**config.mk**
```make
export PLATFORM = sky130hd
export DESIGN_NAME = ssd_box_decode_filter
export DESIGN_NICKNAME = d
export VERILOG_FILES = /design/src/rtl/ssdbdf_pkg.sv /design/src/rtl/ssdbdf_mul.sv /design/src/rtl/ssd_box_decode_filter.sv
export SDC_FILE = /design/constraint.sdc
export NUM_CORES = 2
export LEC_CHECK = 0
export BUFFER_PORTS_ARGS = -buffer_cell sky130_fd_sc_hd__buf_2
export CORE_MARGIN = 5
export CORE_UTILIZATION = 30
export DETAILED_ROUTE_END_ITERATION = 12
export GPL_TIMING_DRIVEN = 0
export PLACE_DENSITY = 0.52
export RECOVER_POWER = 100
export SLEW_MARGIN = 5
export SYNTH_ARGS = -nofsm -noshare
export SYNTH_HDL_FRONTEND = slang
export SYNTH_SLANG_ARGS = --single-unit
export TNS_END_PERCENT = 20
```
**constraint.sdc**
```tcl
create_clock -name i_clk -period 20.5 [get_ports i_clk]
set_clock_uncertainty 0.15 [all_clocks]
set_input_delay 2.05 -clock i_clk [delete_from_list [all_inputs] [get_ports i_clk]]
set_output_delay 2.05 -clock i_clk [all_outputs]
set_load 0.05 [all_outputs]
```
**src/rtl/ssdbdf_pkg.sv**
```systemverilog
// ssdbdf_pkg: shared widths and fixed-point helper functions for the
// ssd box decode filter. No dependencies.
package ssdbdf_pkg;

    localparam int MUL_W   = 25;
    localparam int PROD_W  = 2 * MUL_W;
    localparam int FRAC_W  = 14;
    localparam int Q_W     = PROD_W - FRAC_W;
    localparam int CFG_W   = 15;
    localparam int IDX_W   = 3;
    localparam int DEQ_W   = 22;

    localparam logic [CFG_W-1:0] UNIT_Q14   = 15'd16384;
    localparam logic [15:0]      SIZE_MAX   = 16'hFFFF;
    localparam int               LOG2E_Q14  = 23637;
    localparam int               POLY_A     = 10756;
    localparam int               POLY_B     = 5628;

    typedef enum logic [IDX_W-1:0] {
        REG_SCORE_THR = 3'd0,
        REG_VAR_XY    = 3'd1,
        REG_VAR_WH    = 3'd2,
        REG_OBJ_EXP   = 3'd3,
        REG_CLS_EXP   = 3'd4,
        REG_DELTA_EXP = 3'd5,
        REG_CLS_COUNT = 3'd6,
        REG_MAX_CAND  = 3'd7
    } t_reg_idx;

    // raw int8 scaled by 2^(14+e), exponent clamped to [-15,0]
    function automatic logic signed [DEQ_W-1:0] dequant(logic signed [7:0] raw,
                                                        logic [4:0] e);
        logic signed [4:0]       es;
        logic [3:0]              sh;
        logic signed [DEQ_W-1:0] v;
        es = e;
        if (es > 5'sd0) begin
            es = 5'sd0;
        end
        if (es < -5'sd14) begin
            v = DEQ_W'(raw) >>> 1;
        end else begin
            sh = 4'(es + 5'sd14);
            v = DEQ_W'(raw) <<< sh;
        end
        return v;
    endfunction

    function automatic logic [CFG_W-1:0] clamp_unit(logic signed [26:0] v);
        logic [CFG_W-1:0] r;
        if (v < 27'sd0) begin
            r = '0;
        end else if (v > 27'sd16384) begin
            r = UNIT_Q14;
        end else begin
            r = v[CFG_W-1:0];
        end
        return r;
    endfunction

    // size * 2^n * poly / 2^14, saturated to 16 bits
    function automatic logic [15:0] exp_scale(logic [31:0] base, logic signed [9:0] n);
        logic [46:0] ext;
        logic [46:0] r;
        logic [10:0] sh;
        logic [31:0] d;
        logic [15:0] res;
        ext = '0;
        r   = '0;
        sh  = '0;
        d   = '0;
        if (base == 32'd0) begin
            res = '0;
        end else if (n >= 10'sd16) begin
            res = SIZE_MAX;
        end else if (n >= 10'sd0) begin
            ext = {15'd0, base} << n[3:0];
            r   = ext >> FRAC_W;
            res = (r > 47'd65535) ? SIZE_MAX : r[15:0];
        end else begin
            sh  = 11'd14 - 11'(n);
            d   = base >> sh[4:0];
            res = (sh >= 11'd32) ? 16'd0 : d[15:0];
        end
        return res;
    endfunction

endpackage

```
**src/rtl/ssdbdf_mul.sv**
```systemverilog
// ssdbdf_mul: shared signed multiplier with a registered product.
// Depends on ssdbdf_pkg for operand widths.
module ssdbdf_mul (
    input  logic                                   i_clk,
    input  logic                                   i_en,
    input  logic signed [ssdbdf_pkg::MUL_W-1:0]    i_a,
    input  logic signed [ssdbdf_pkg::MUL_W-1:0]    i_b,
    output logic signed [ssdbdf_pkg::PROD_W-1:0]   o_p
);
    import ssdbdf_pkg::*;

    logic signed [PROD_W-1:0] r_p;

    always_ff @(posedge i_clk) begin
        if (i_en) begin
            r_p <= i_a * i_b;
        end
    end

    assign o_p = r_p;

endmodule

```
**src/rtl/ssd_box_decode_filter.sv**
```systemverilog
// channel | handshake          | payload
// anchor  | i_valid / o_ready  | i_objectness_raw .. i_last_anchor
// result  | o_valid / i_ready  | o_box_x1 .. o_frame_end
// config  | i_cfg_we           | i_cfg_idx, i_cfg_data
// an anchor leaves after the check when dropped on objectness or the cap, after the
// score multiply when dropped on score, and after all 17 multiplies when decoded: these
// share one registered multiplier (issue, then write-back), after one class compare a cycle.
// synchronous active-low reset; no clearing pass. a result waits in the output
// register while the next anchor is taken, a held result stalls only the end.
// Depends on ssdbdf_pkg and ssdbdf_mul.
module ssd_box_decode_filter #(
    parameter int CLASS_LANES = 8,
    parameter int COUNT_LIMIT = 1024
) (
    input  logic                                 i_clk,
    input  logic                                 i_rst_n,
    input  logic                                 i_cfg_we,
    input  logic [ssdbdf_pkg::IDX_W-1:0]         i_cfg_idx,
    input  logic [ssdbdf_pkg::CFG_W-1:0]         i_cfg_data,
    input  logic                                 i_valid,
    output logic                                 o_ready,
    input  logic signed [7:0]                    i_objectness_raw,
    input  logic [63:0]                          i_class_scores,
    input  logic signed [7:0]                    i_delta_x,
    input  logic signed [7:0]                    i_delta_y,
    input  logic signed [7:0]                    i_delta_w,
    input  logic signed [7:0]                    i_delta_h,
    input  logic [14:0]                          i_anchor_cx,
    input  logic [14:0]                          i_anchor_cy,
    input  logic [15:0]                          i_anchor_w,
    input  logic [15:0]                          i_anchor_h,
    input  logic                                 i_last_anchor,
    output logic                                 o_valid,
    input  logic                                 i_ready,
    output logic [14:0]                          o_box_x1,
    output logic [14:0]                          o_box_y1,
    output logic [14:0]                          o_box_x2,
    output logic [14:0]                          o_box_y2,
    output logic [2:0]                           o_class_id,
    output logic [14:0]                          o_score,
    output logic                                 o_is_candidate,
    output logic                                 o_frame_end
);
    import ssdbdf_pkg::*;

    typedef enum logic [5:0] {
        ST_IDLE   = 6'b000001,
        ST_CHECK  = 6'b000010,
        ST_SCAN   = 6'b000100,
        ST_ISSUE  = 6'b001000,
        ST_WB     = 6'b010000,
        ST_FINISH = 6'b100000
    } t_state;

    typedef enum logic [4:0] {
        OP_SCORE, OP_DXV, OP_CX, OP_DYV, OP_CY,
        OP_TW, OP_YW, OP_FAW, OP_FFW, OP_FBW, OP_W,
        OP_TH, OP_YH, OP_FAH, OP_FFH, OP_FBH, OP_H
    } t_op;

    // configuration
    logic [14:0] r_thr, r_vxy, r_vwh;
    logic [4:0]  r_obj_e, r_cls_e, r_dlt_e;
    logic [3:0]  r_cls_cnt;
    logic [10:0] r_max_cand;

    // control
    t_state      r_state, n_state;
    t_op         r_op;
    logic [2:0]  r_lane;
    logic [10:0] r_count;
    logic        r_pass;

    // anchor payload
    logic signed [DEQ_W-1:0] r_obj;
    logic [63:0]             r_cls;
    logic signed [7:0]       r_dx, r_dy, r_dw, r_dh;
    logic [14:0]             r_acx, r_acy;
    logic [15:0]             r_aw, r_ah;
    logic                    r_last;

    // working values
    logic signed [DEQ_W-1:0] r_best;
    logic [2:0]              r_best_c;
    logic [14:0]             r_score;
    logic signed [22:0]      r_tmp;
    logic signed [23:0]      r_y;
    logic [13:0]             r_pa;
    logic [13:0]             r_ff;
    logic [12:0]             r_pb;
    logic signed [25:0]      r_cx, r_cy;
    logic [15:0]             r_w, r_h;

    // output register
    logic        r_ovalid;
    logic [14:0] r_x1, r_y1, r_x2, r_y2, r_oscore;
    logic [2:0]  r_ocls;
    logic        r_ocand, r_oend;

    logic signed [MUL_W-1:0]  mul_a, mul_b;
    logic signed [PROD_W-1:0] prod;
    logic signed [Q_W-1:0]    q;
    logic signed [DEQ_W-1:0]  lane_val, dlt_val;
    logic signed [7:0]        dlt_raw;
    logic [2:0]               last_lane;
    logic [10:0]              cap;
    logic [15:0]              poly;
    logic [13:0]              frac;
    logic                     gate_ok, emit, out_free;

    ssdbdf_mul u_mul (
        .i_clk (i_clk),
        .i_en  (r_state == ST_ISSUE),
        .i_a   (mul_a),
        .i_b   (mul_b),
        .o_p   (prod)
    );

    assign q    = prod[PROD_W-1:FRAC_W];
    assign frac = r_y[13:0];
    assign poly = 16'd16384 + 16'(r_pa) + 16'(r_pb);
    assign cap  = (r_max_cand > 11'(COUNT_LIMIT)) ? 11'(COUNT_LIMIT) : r_max_cand;

    always_comb begin
        if (r_cls_cnt == 4'd0) begin
            last_lane = 3'd0;
        end else if (r_cls_cnt > 4'(CLASS_LANES)) begin
            last_lane = 3'(CLASS_LANES - 1);
        end else begin
            last_lane = 3'(r_cls_cnt - 4'd1);
        end
    end

    assign lane_val = dequant(r_cls[{r_lane, 3'b000} +: 8], r_cls_e);
    assign gate_ok  = (r_obj >= $signed({7'd0, r_thr})) && (r_count < cap);
    assign emit     = r_pass || r_last;
    assign out_free = !r_ovalid || i_ready;

    always_comb begin
        case (r_op)
            OP_DXV:  dlt_raw = r_dx;
            OP_DYV:  dlt_raw = r_dy;
            OP_TW:   dlt_raw = r_dw;
            default: dlt_raw = r_dh;
        endcase
    end
    assign dlt_val = dequant(dlt_raw, r_dlt_e);

    // operand selection for the shared multiplier
    always_comb begin
        case (r_op)
            OP_SCORE: begin
                mul_a = MUL_W'(r_obj);
                mul_b = MUL_W'(r_best);
            end
            OP_DXV, OP_DYV: begin
                mul_a = MUL_W'(dlt_val);
                mul_b = $signed({10'd0, r_vxy});
            end
            OP_CX, OP_W: begin
                mul_a = (r_op == OP_CX) ? MUL_W'(r_tmp) : $signed({9'd0, poly});
                mul_b = $signed({9'd0, r_aw});
            end
            OP_CY, OP_H: begin
                mul_a = (r_op == OP_CY) ? MUL_W'(r_tmp) : $signed({9'd0, poly});
                mul_b = $signed({9'd0, r_ah});
            end
            OP_TW, OP_TH: begin
                mul_a = MUL_W'(dlt_val);
                mul_b = $signed({10'd0, r_vwh});
            end
            OP_YW, OP_YH: begin
                mul_a = MUL_W'(r_tmp);
                mul_b = MUL_W'(LOG2E_Q14);
            end
            OP_FAW, OP_FAH: begin
                mul_a = $signed({11'd0, frac});
                mul_b = MUL_W'(POLY_A);
            end
            OP_FFW, OP_FFH: begin
                mul_a = $signed({11'd0, frac});
                mul_b = $signed({11'd0, frac});
            end
            OP_FBW, OP_FBH: begin
                mul_a = $signed({11'd0, r_ff});
                mul_b = MUL_W'(POLY_B);
            end
            default: begin
                mul_a = '0;
                mul_b = '0;
            end
        endcase
    end

    always_comb begin
        n_state = r_state;
        case (r_state)
            ST_IDLE:   if (i_valid) n_state = ST_CHECK;
            ST_CHECK:  n_state = gate_ok ? ST_SCAN : ST_FINISH;
            ST_SCAN:   if (r_lane == last_lane) n_state = ST_ISSUE;
            ST_ISSUE:  n_state = ST_WB;
            ST_WB: begin
                if (r_op == OP_H) begin
                    n_state = ST_FINISH;
                end else if (r_op == OP_SCORE && q < $signed({21'd0, r_thr})) begin
                    n_state = ST_FINISH;
                end else begin
                    n_state = ST_ISSUE;
                end
            end
            ST_FINISH: if (!emit || out_free) n_state = ST_IDLE;
            default:   n_state = ST_IDLE;
        endcase
    end

    assign o_ready = (r_state == ST_IDLE);

    always_ff @(posedge i_clk) begin
        if (!i_rst_n) begin
            r_thr      <= 15'd8192;
            r_vxy      <= 15'd1638;
            r_vwh      <= 15'd3277;
            r_obj_e    <= 5'b11001;
            r_cls_e    <= 5'b11001;
            r_dlt_e    <= 5'b11001;
            r_cls_cnt  <= 4'd8;
            r_max_cand <= 11'd256;
        end else if (i_cfg_we) begin
            case (t_reg_idx'(i_cfg_idx))
                REG_SCORE_THR: r_thr      <= i_cfg_data;
                REG_VAR_XY:    r_vxy      <= i_cfg_data;
                REG_VAR_WH:    r_vwh      <= i_cfg_data;
                REG_OBJ_EXP:   r_obj_e    <= i_cfg_data[4:0];
                REG_CLS_EXP:   r_cls_e    <= i_cfg_data[4:0];
                REG_DELTA_EXP: r_dlt_e    <= i_cfg_data[4:0];
                REG_CLS_COUNT: r_cls_cnt  <= i_cfg_data[3:0];
                REG_MAX_CAND:  r_max_cand <= i_cfg_data[10:0];
                default:       r_thr      <= r_thr;
            endcase
        end
    end

    always_ff @(posedge i_clk) begin
        if (!i_rst_n) begin
            r_state  <= ST_IDLE;
            r_op     <= OP_SCORE;
            r_lane   <= '0;
            r_count  <= '0;
            r_pass   <= 1'b0;
            r_ovalid <= 1'b0;
        end else begin
            r_state <= n_state;
            if (r_state == ST_FINISH && emit && out_free) begin
                r_ovalid <= 1'b1;
            end else if (r_ovalid && i_ready) begin
                r_ovalid <= 1'b0;
            end
            case (r_state)
                ST_IDLE: begin
                    r_lane <= '0;
                    r_op   <= OP_SCORE;
                    r_pass <= 1'b0;
                end
                ST_SCAN:   r_lane <= r_lane + 3'd1;
                ST_WB: begin
                    if (r_op == OP_SCORE) begin
                        r_pass <= (q >= $signed({21'd0, r_thr}));
                    end
                    if (r_op != OP_H) begin
                        r_op <= t_op'(r_op + 5'd1);
                    end
                end
                ST_FINISH: begin
                    if (!emit || out_free) begin
                        if (r_last) begin
                            r_count <= '0;
                        end else if (r_pass) begin
                            r_count <= r_count + 11'd1;
                        end
                    end
                end
                default: r_lane <= r_lane;
            endcase
        end
    end

    always_ff @(posedge i_clk) begin
        if (o_ready && i_valid) begin
            r_obj  <= dequant(i_objectness_raw, r_obj_e);
            r_cls  <= i_class_scores;
            r_dx   <= i_delta_x;
            r_dy   <= i_delta_y;
            r_dw   <= i_delta_w;
            r_dh   <= i_delta_h;
            r_acx  <= i_anchor_cx;
            r_acy  <= i_anchor_cy;
            r_aw   <= i_anchor_w;
            r_ah   <= i_anchor_h;
            r_last <= i_last_anchor;
        end
        // first lane always loads, later lanes only on a strictly larger score
        if (r_state == ST_SCAN && (r_lane == 3'd0 || lane_val > r_best)) begin
            r_best   <= lane_val;
            r_best_c <= r_lane;
        end
        if (r_state == ST_WB) begin
            case (r_op)
                OP_SCORE: r_score <= (q > 36'sd32767) ? 15'h7FFF : q[14:0];
                OP_DXV, OP_DYV, OP_TW, OP_TH: r_tmp <= q[22:0];
                OP_CX:    r_cx <= $signed({11'd0, r_acx}) + 26'($signed(q[24:0]));
                OP_CY:    r_cy <= $signed({11'd0, r_acy}) + 26'($signed(q[24:0]));
                OP_YW, OP_YH:   r_y  <= q[23:0];
                OP_FAW, OP_FAH: r_pa <= q[13:0];
                OP_FFW, OP_FFH: r_ff <= q[13:0];
                OP_FBW, OP_FBH: r_pb <= q[12:0];
                OP_W:     r_w <= exp_scale(prod[31:0], r_y[23:14]);
                OP_H:     r_h <= exp_scale(prod[31:0], r_y[23:14]);
                default:  r_pb <= r_pb;
            endcase
        end
        if (r_state == ST_FINISH && emit && out_free) begin
            r_ocand <= r_pass;
            r_oend  <= r_last;
            if (r_pass) begin
                r_x1     <= clamp_unit(27'(r_cx) - $signed({12'd0, r_w[15:1]}));
                r_x2     <= clamp_unit(27'(r_cx) + $signed({12'd0, r_w[15:1]}));
                r_y1     <= clamp_unit(27'(r_cy) - $signed({12'd0, r_h[15:1]}));
                r_y2     <= clamp_unit(27'(r_cy) + $signed({12'd0, r_h[15:1]}));
                r_ocls   <= r_best_c;
                r_oscore <= r_score;
            end else begin
                r_x1     <= '0;
                r_x2     <= '0;
                r_y1     <= '0;
                r_y2     <= '0;
                r_ocls   <= '0;
                r_oscore <= '0;
            end
        end
    end

    assign o_valid        = r_ovalid;
    assign o_box_x1       = r_x1;
    assign o_box_y1       = r_y1;
    assign o_box_x2       = r_x2;
    assign o_box_y2       = r_y2;
    assign o_class_id     = r_ocls;
    assign o_score        = r_oscore;
    assign o_is_candidate = r_ocand;
    assign o_frame_end    = r_oend;

    a_count_limit: assert property (@(posedge i_clk) disable iff (!i_rst_n)
        r_count <= 11'(COUNT_LIMIT))
        else $error("candidate count beyond limit");

    a_box_order: assert property (@(posedge i_clk) disable iff (!i_rst_n)
        o_valid && o_is_candidate |-> o_box_x1 <= o_box_x2 && o_box_y1 <= o_box_y2)
        else $error("box corners out of order");

    a_empty_is_end: assert property (@(posedge i_clk) disable iff (!i_rst_n)
        o_valid && !o_is_candidate |-> o_frame_end)
        else $error("empty result without frame end");

    a_busy_after_take: assert property (@(posedge i_clk) disable iff (!i_rst_n)
        i_valid && o_ready |=> !o_ready)
        else $error("ready held after anchor transfer");

endmodule

```
==> metrics.csv <==
stage,metric,value,unit
setup_path,WP data required,20790,ps
synth,"EDFF count, synth",521,
clocking,clock transition at the registers of the reported paths,60,ps
drt,DRT Pass-1 Iters,8,
setup_path,WP buf/inv,8,
setup_path,Critical Path End Type,flip-flop,
sta,Max Slew Vio Count,335,
placed_design,routability cong.,0.9630,
clocking,Clock Path Buffers,3,
setup_path,Crit-path slowest cell,nor3_1,
sta,crit share post-route,68.26,%
synth,ys async rst share,0,%
clocking,clk sinks,623,
synth,"Seq/Total Area, Yosys",31.47,%
clocking,CTS buffer count,78,
floorplan,Initial Utilization,30.25,%
setup_path,Critical Path Start Type,flip-flop,
drt,drt initial violations,3563,
grt,Tot GR Track Use,19.44,%
run_status,status,finished with violations,
clocking,clk_lat worst skew,710,ps
grt,vias in the first global route,44450,
floorplan,I/O Pins,272,
cells_and_area,area grow syn2layout,12.73,%
synth,Syn Inst Count,5651,
floorplan,Cell Rows,158,
run_status,violations in the final reports,"max-capacitance violations, max-slew violations",
sta,Worst-Margin Slew,3654,ps
clocking,Setup Buffers After CTS,0,
drt,post-route DRC violation count,0,
placed_design,Port Buf Inserts,263,
run,Max-Cap Viols,8,
sta,"Setup violations, final",0,
setup_path,max incr delay on CP,1400,ps
grt,grt ovf,0,
synth,most used flip-flop cell after synthesis,edfxtp_1,
setup_path,Worst EP arrival,14290,ps
cells_and_area,"Core Util, Final",34.10,%
synth,synth unique cells,91,
setup_path,"CP delay by family, top",adder cells,
sta,RSZ-0062 raised after global routing,no,
synth,Post-Syn Nets,6788,
grt,largest net degree at the start of global routing,66,
clocking,TritonCTS clock tree,done,
cells_and_area,multi-input logic area,34450,µm²
clocking,Post-CTS Resized,0,
synth,Ys Warns,0,
clocking,cts hold-fix bufs,0,
cells_and_area,share of layout cells above drive strength 1,7.133,%
cells_and_area,# fillers,19180,
floorplan,Die Area,196100,µm²
synth,Synth Cell Area,56210,µm²
clocking,H-tree depth,3,
clocking,Root Buffer,clkbuf_16,
floorplan,die outline width,442.9,µm
drt,Detailed Route WL,193200,µm
hold_path,min-delay worst type,flip-flop to flip-flop,
drt,antenna-violating nets left,0,
setup_path,Setup CP Type,flip-flop to flip-flop,
floorplan,Die Ht,442.9,µm
sta,Setup TNS,0,ps
drt,Via density,5.111,
sta,"Hold Vio Cnt, Final",0,
drt,via count,43780,
setup_path,Crit Path Max Fanout,10,
synth,"FF+latch count, synth",623,
synth,Mean Syn Cell Area,9.946,µm²
grt,number of antenna violations at the first check in global routing,6,
sta,f_max,71.47,MHz
setup_path,Critical Path Most Common Cell,fa_1,
drt,routed len/inst,22.56,µm
placed_design,DPL Wire Length,156800,µm
grt,first-pass GRT wire length,287200,µm
sta,relative slew slack,-143.6,%
floorplan,core footprint,185800,µm²
sta,fin crit period,13990,ps
cells_and_area,Seq. cell area,17690,µm²
setup_path,r2r setup slk,6510,ps
cells_and_area,nets@finish,7159,
==> Yosys cell counts (16+ instances only) <==
| cell type | number | area, µm² |
|---|---|---|
| o21ai_0 | 171 | 855.8 |
| or2_2 | 16 | 100.1 |
| ha_1 | 318 | 3979 |
| or3_1 | 27 | 168.9 |
| nand2b_1 | 58 | 362.9 |
| a221o_1 | 25 | 250.2 |
| mux2_2 | 33 | 371.6 |
| a221oi_1 | 21 | 183.9 |
| edfxtp_1 | 521 | 15650 |
| nand4_1 | 36 | 225.2 |
| a222oi_1 | 17 | 170.2 |
| nor2b_1 | 58 | 362.9 |
| fa_1 | 629 | 12590 |
| nor3_1 | 93 | 465.5 |
| o21bai_1 | 20 | 150.1 |
| nor4_1 | 23 | 143.9 |
| mux4_2 | 39 | 878.3 |
| dfxtp_1 | 102 | 2042 |
| a211oi_1 | 41 | 307.8 |
| mux2i_1 | 113 | 1131 |
| a21o_1 | 69 | 518.0 |
| and2_1 | 59 | 369.1 |
| nand2_1 | 691 | 2594 |
| clkbuf_1 | 195 | 732.0 |
| a31oi_1 | 20 | 125.1 |
| nor3b_1 | 29 | 217.7 |
| buf_2 | 32 | 160.2 |
| a22oi_1 | 21 | 157.7 |
| and3_1 | 37 | 231.5 |
| o211ai_1 | 26 | 195.2 |
| a21boi_0 | 54 | 405.4 |
| nand3_1 | 75 | 375.4 |
| xor2_1 | 63 | 551.8 |
| xnor2_1 | 102 | 893.4 |
| a21oi_1 | 272 | 1361 |
| inv_1 | 832 | 3123 |
| o21a_1 | 32 | 240.2 |
| nor2_1 | 466 | 1749 |
==> layer usage <==
metal	vias to the layer above	wire length (µm)	part of all wire, %	global-route usage, %
met2	1601	89800	46	32.01
li1	19760	-	-	-
met5	-	13	0.0067	0
met1	22130	82520	43	25.94
met4	2	7357	3.8	6.466
met3	289	13540	7.0	3.391
==> flip-flops by register name, summed over array words and instances, names as in the netlist, 16 cells and up <==
register	cells
r_tmp	23
r_y	24
u_mul.o_p	50
r_ah	16
r_cx	26
r_cy	26
r_obj	22
r_aw	16
r_cls	64
r_best	22
==> worst paths after layout <==
path,end,from,cells after the start
worst min register to register,r_best_c[2]$_DFFE_PP_,r_lane[2]$_SDFFE_PN0P_,0
worst max register to register,u_mul.o_p[48]$_DFFE_PN_,r_op[2]$_SDFFE_PN0P_,35
worst min-delay path,r_best_c[2]$_DFFE_PP_,r_lane[2]$_SDFFE_PN0P_,0
worst max-delay path,u_mul.o_p[48]$_DFFE_PN_,r_op[2]$_SDFFE_PN0P_,35
==> cells in the final DEF (no fill, tap or decap), types with 39 or more instances in the layout <==
cell       netlist  final
inv_1          832    832
nand2_1        691    691
fa_1           629    629
edfxtp_1       521    521
nor2_1         466    466
clkbuf_1       195    336
ha_1           318    318
a21oi_1        272    272
buf_2           32    186
o21ai_0        171    173
mux2i_1        113    113
xnor2_1        102    102
dfxtp_1        102    102
nor3_1          93     92
clkbuf_16        0     80
nand3_1         75     75
a21o_1          69     69
xor2_1          63     63
nand2b_1        58     58
nor2b_1         58     58
a21boi_0        54     54
a211oi_1        41     39
mux4_2          39     39
==> area by class of cell <==
class	instances	area share (%)
sequential	623	27.91
antenna	3	0.01185
clock inverter	50	0.9103
tap	2480	4.897
timing repair buffer	291	2.139
clock buffer	92	3.262
multi-input combinational	3945	54.37
buffer	246	1.534
inverter	837	4.959
==> per-stage QoR <==
step                      hold WS [ps]  std cells  setup WS [ps]  cell area, µm²
after floorplan                  256.4       5651          11040           56210
after CTS                        278.0       8564           8293           63750
after global routing             283.2       8566           5910           63360
after detailed placement         272.2       8422           8392           61110
final                            275.6       8567           6507           63360
after global placement           268.5       8394           7929           60630
==> logic make-up (layout without fill, tap and decap cells) <==
logic type	Yosys count	count (layout)	synth area share (%)
simple gates	1708	1708	13.71
buf+inv	1083	1516	7.350
fa+ha+maj	948	948	29.50
compound gates	939	939	11.16
flops	623	623	31.47
mux	185	185	4.236
xor+xnor	165	165	2.571
other cells	0	3	0
==> worst reg2reg max path: cells and delay by family (launching register included) <==
| kind | cells | cell delay [ps] |
|---|---|---|
| mux | 2 | 780 |
| buf+inv | 8 | 1900 |
| fa+ha+maj | 8 | 4000 |
| compound gates | 10 | 3700 |
| flops | 1 | 310 |
| xor+xnor | 1 | 280 |
| simple gates | 6 | 2600 |
Power is not shown: default switching activity piles up to over one toggle a cycle in this logic, so the estimate is an artifact.
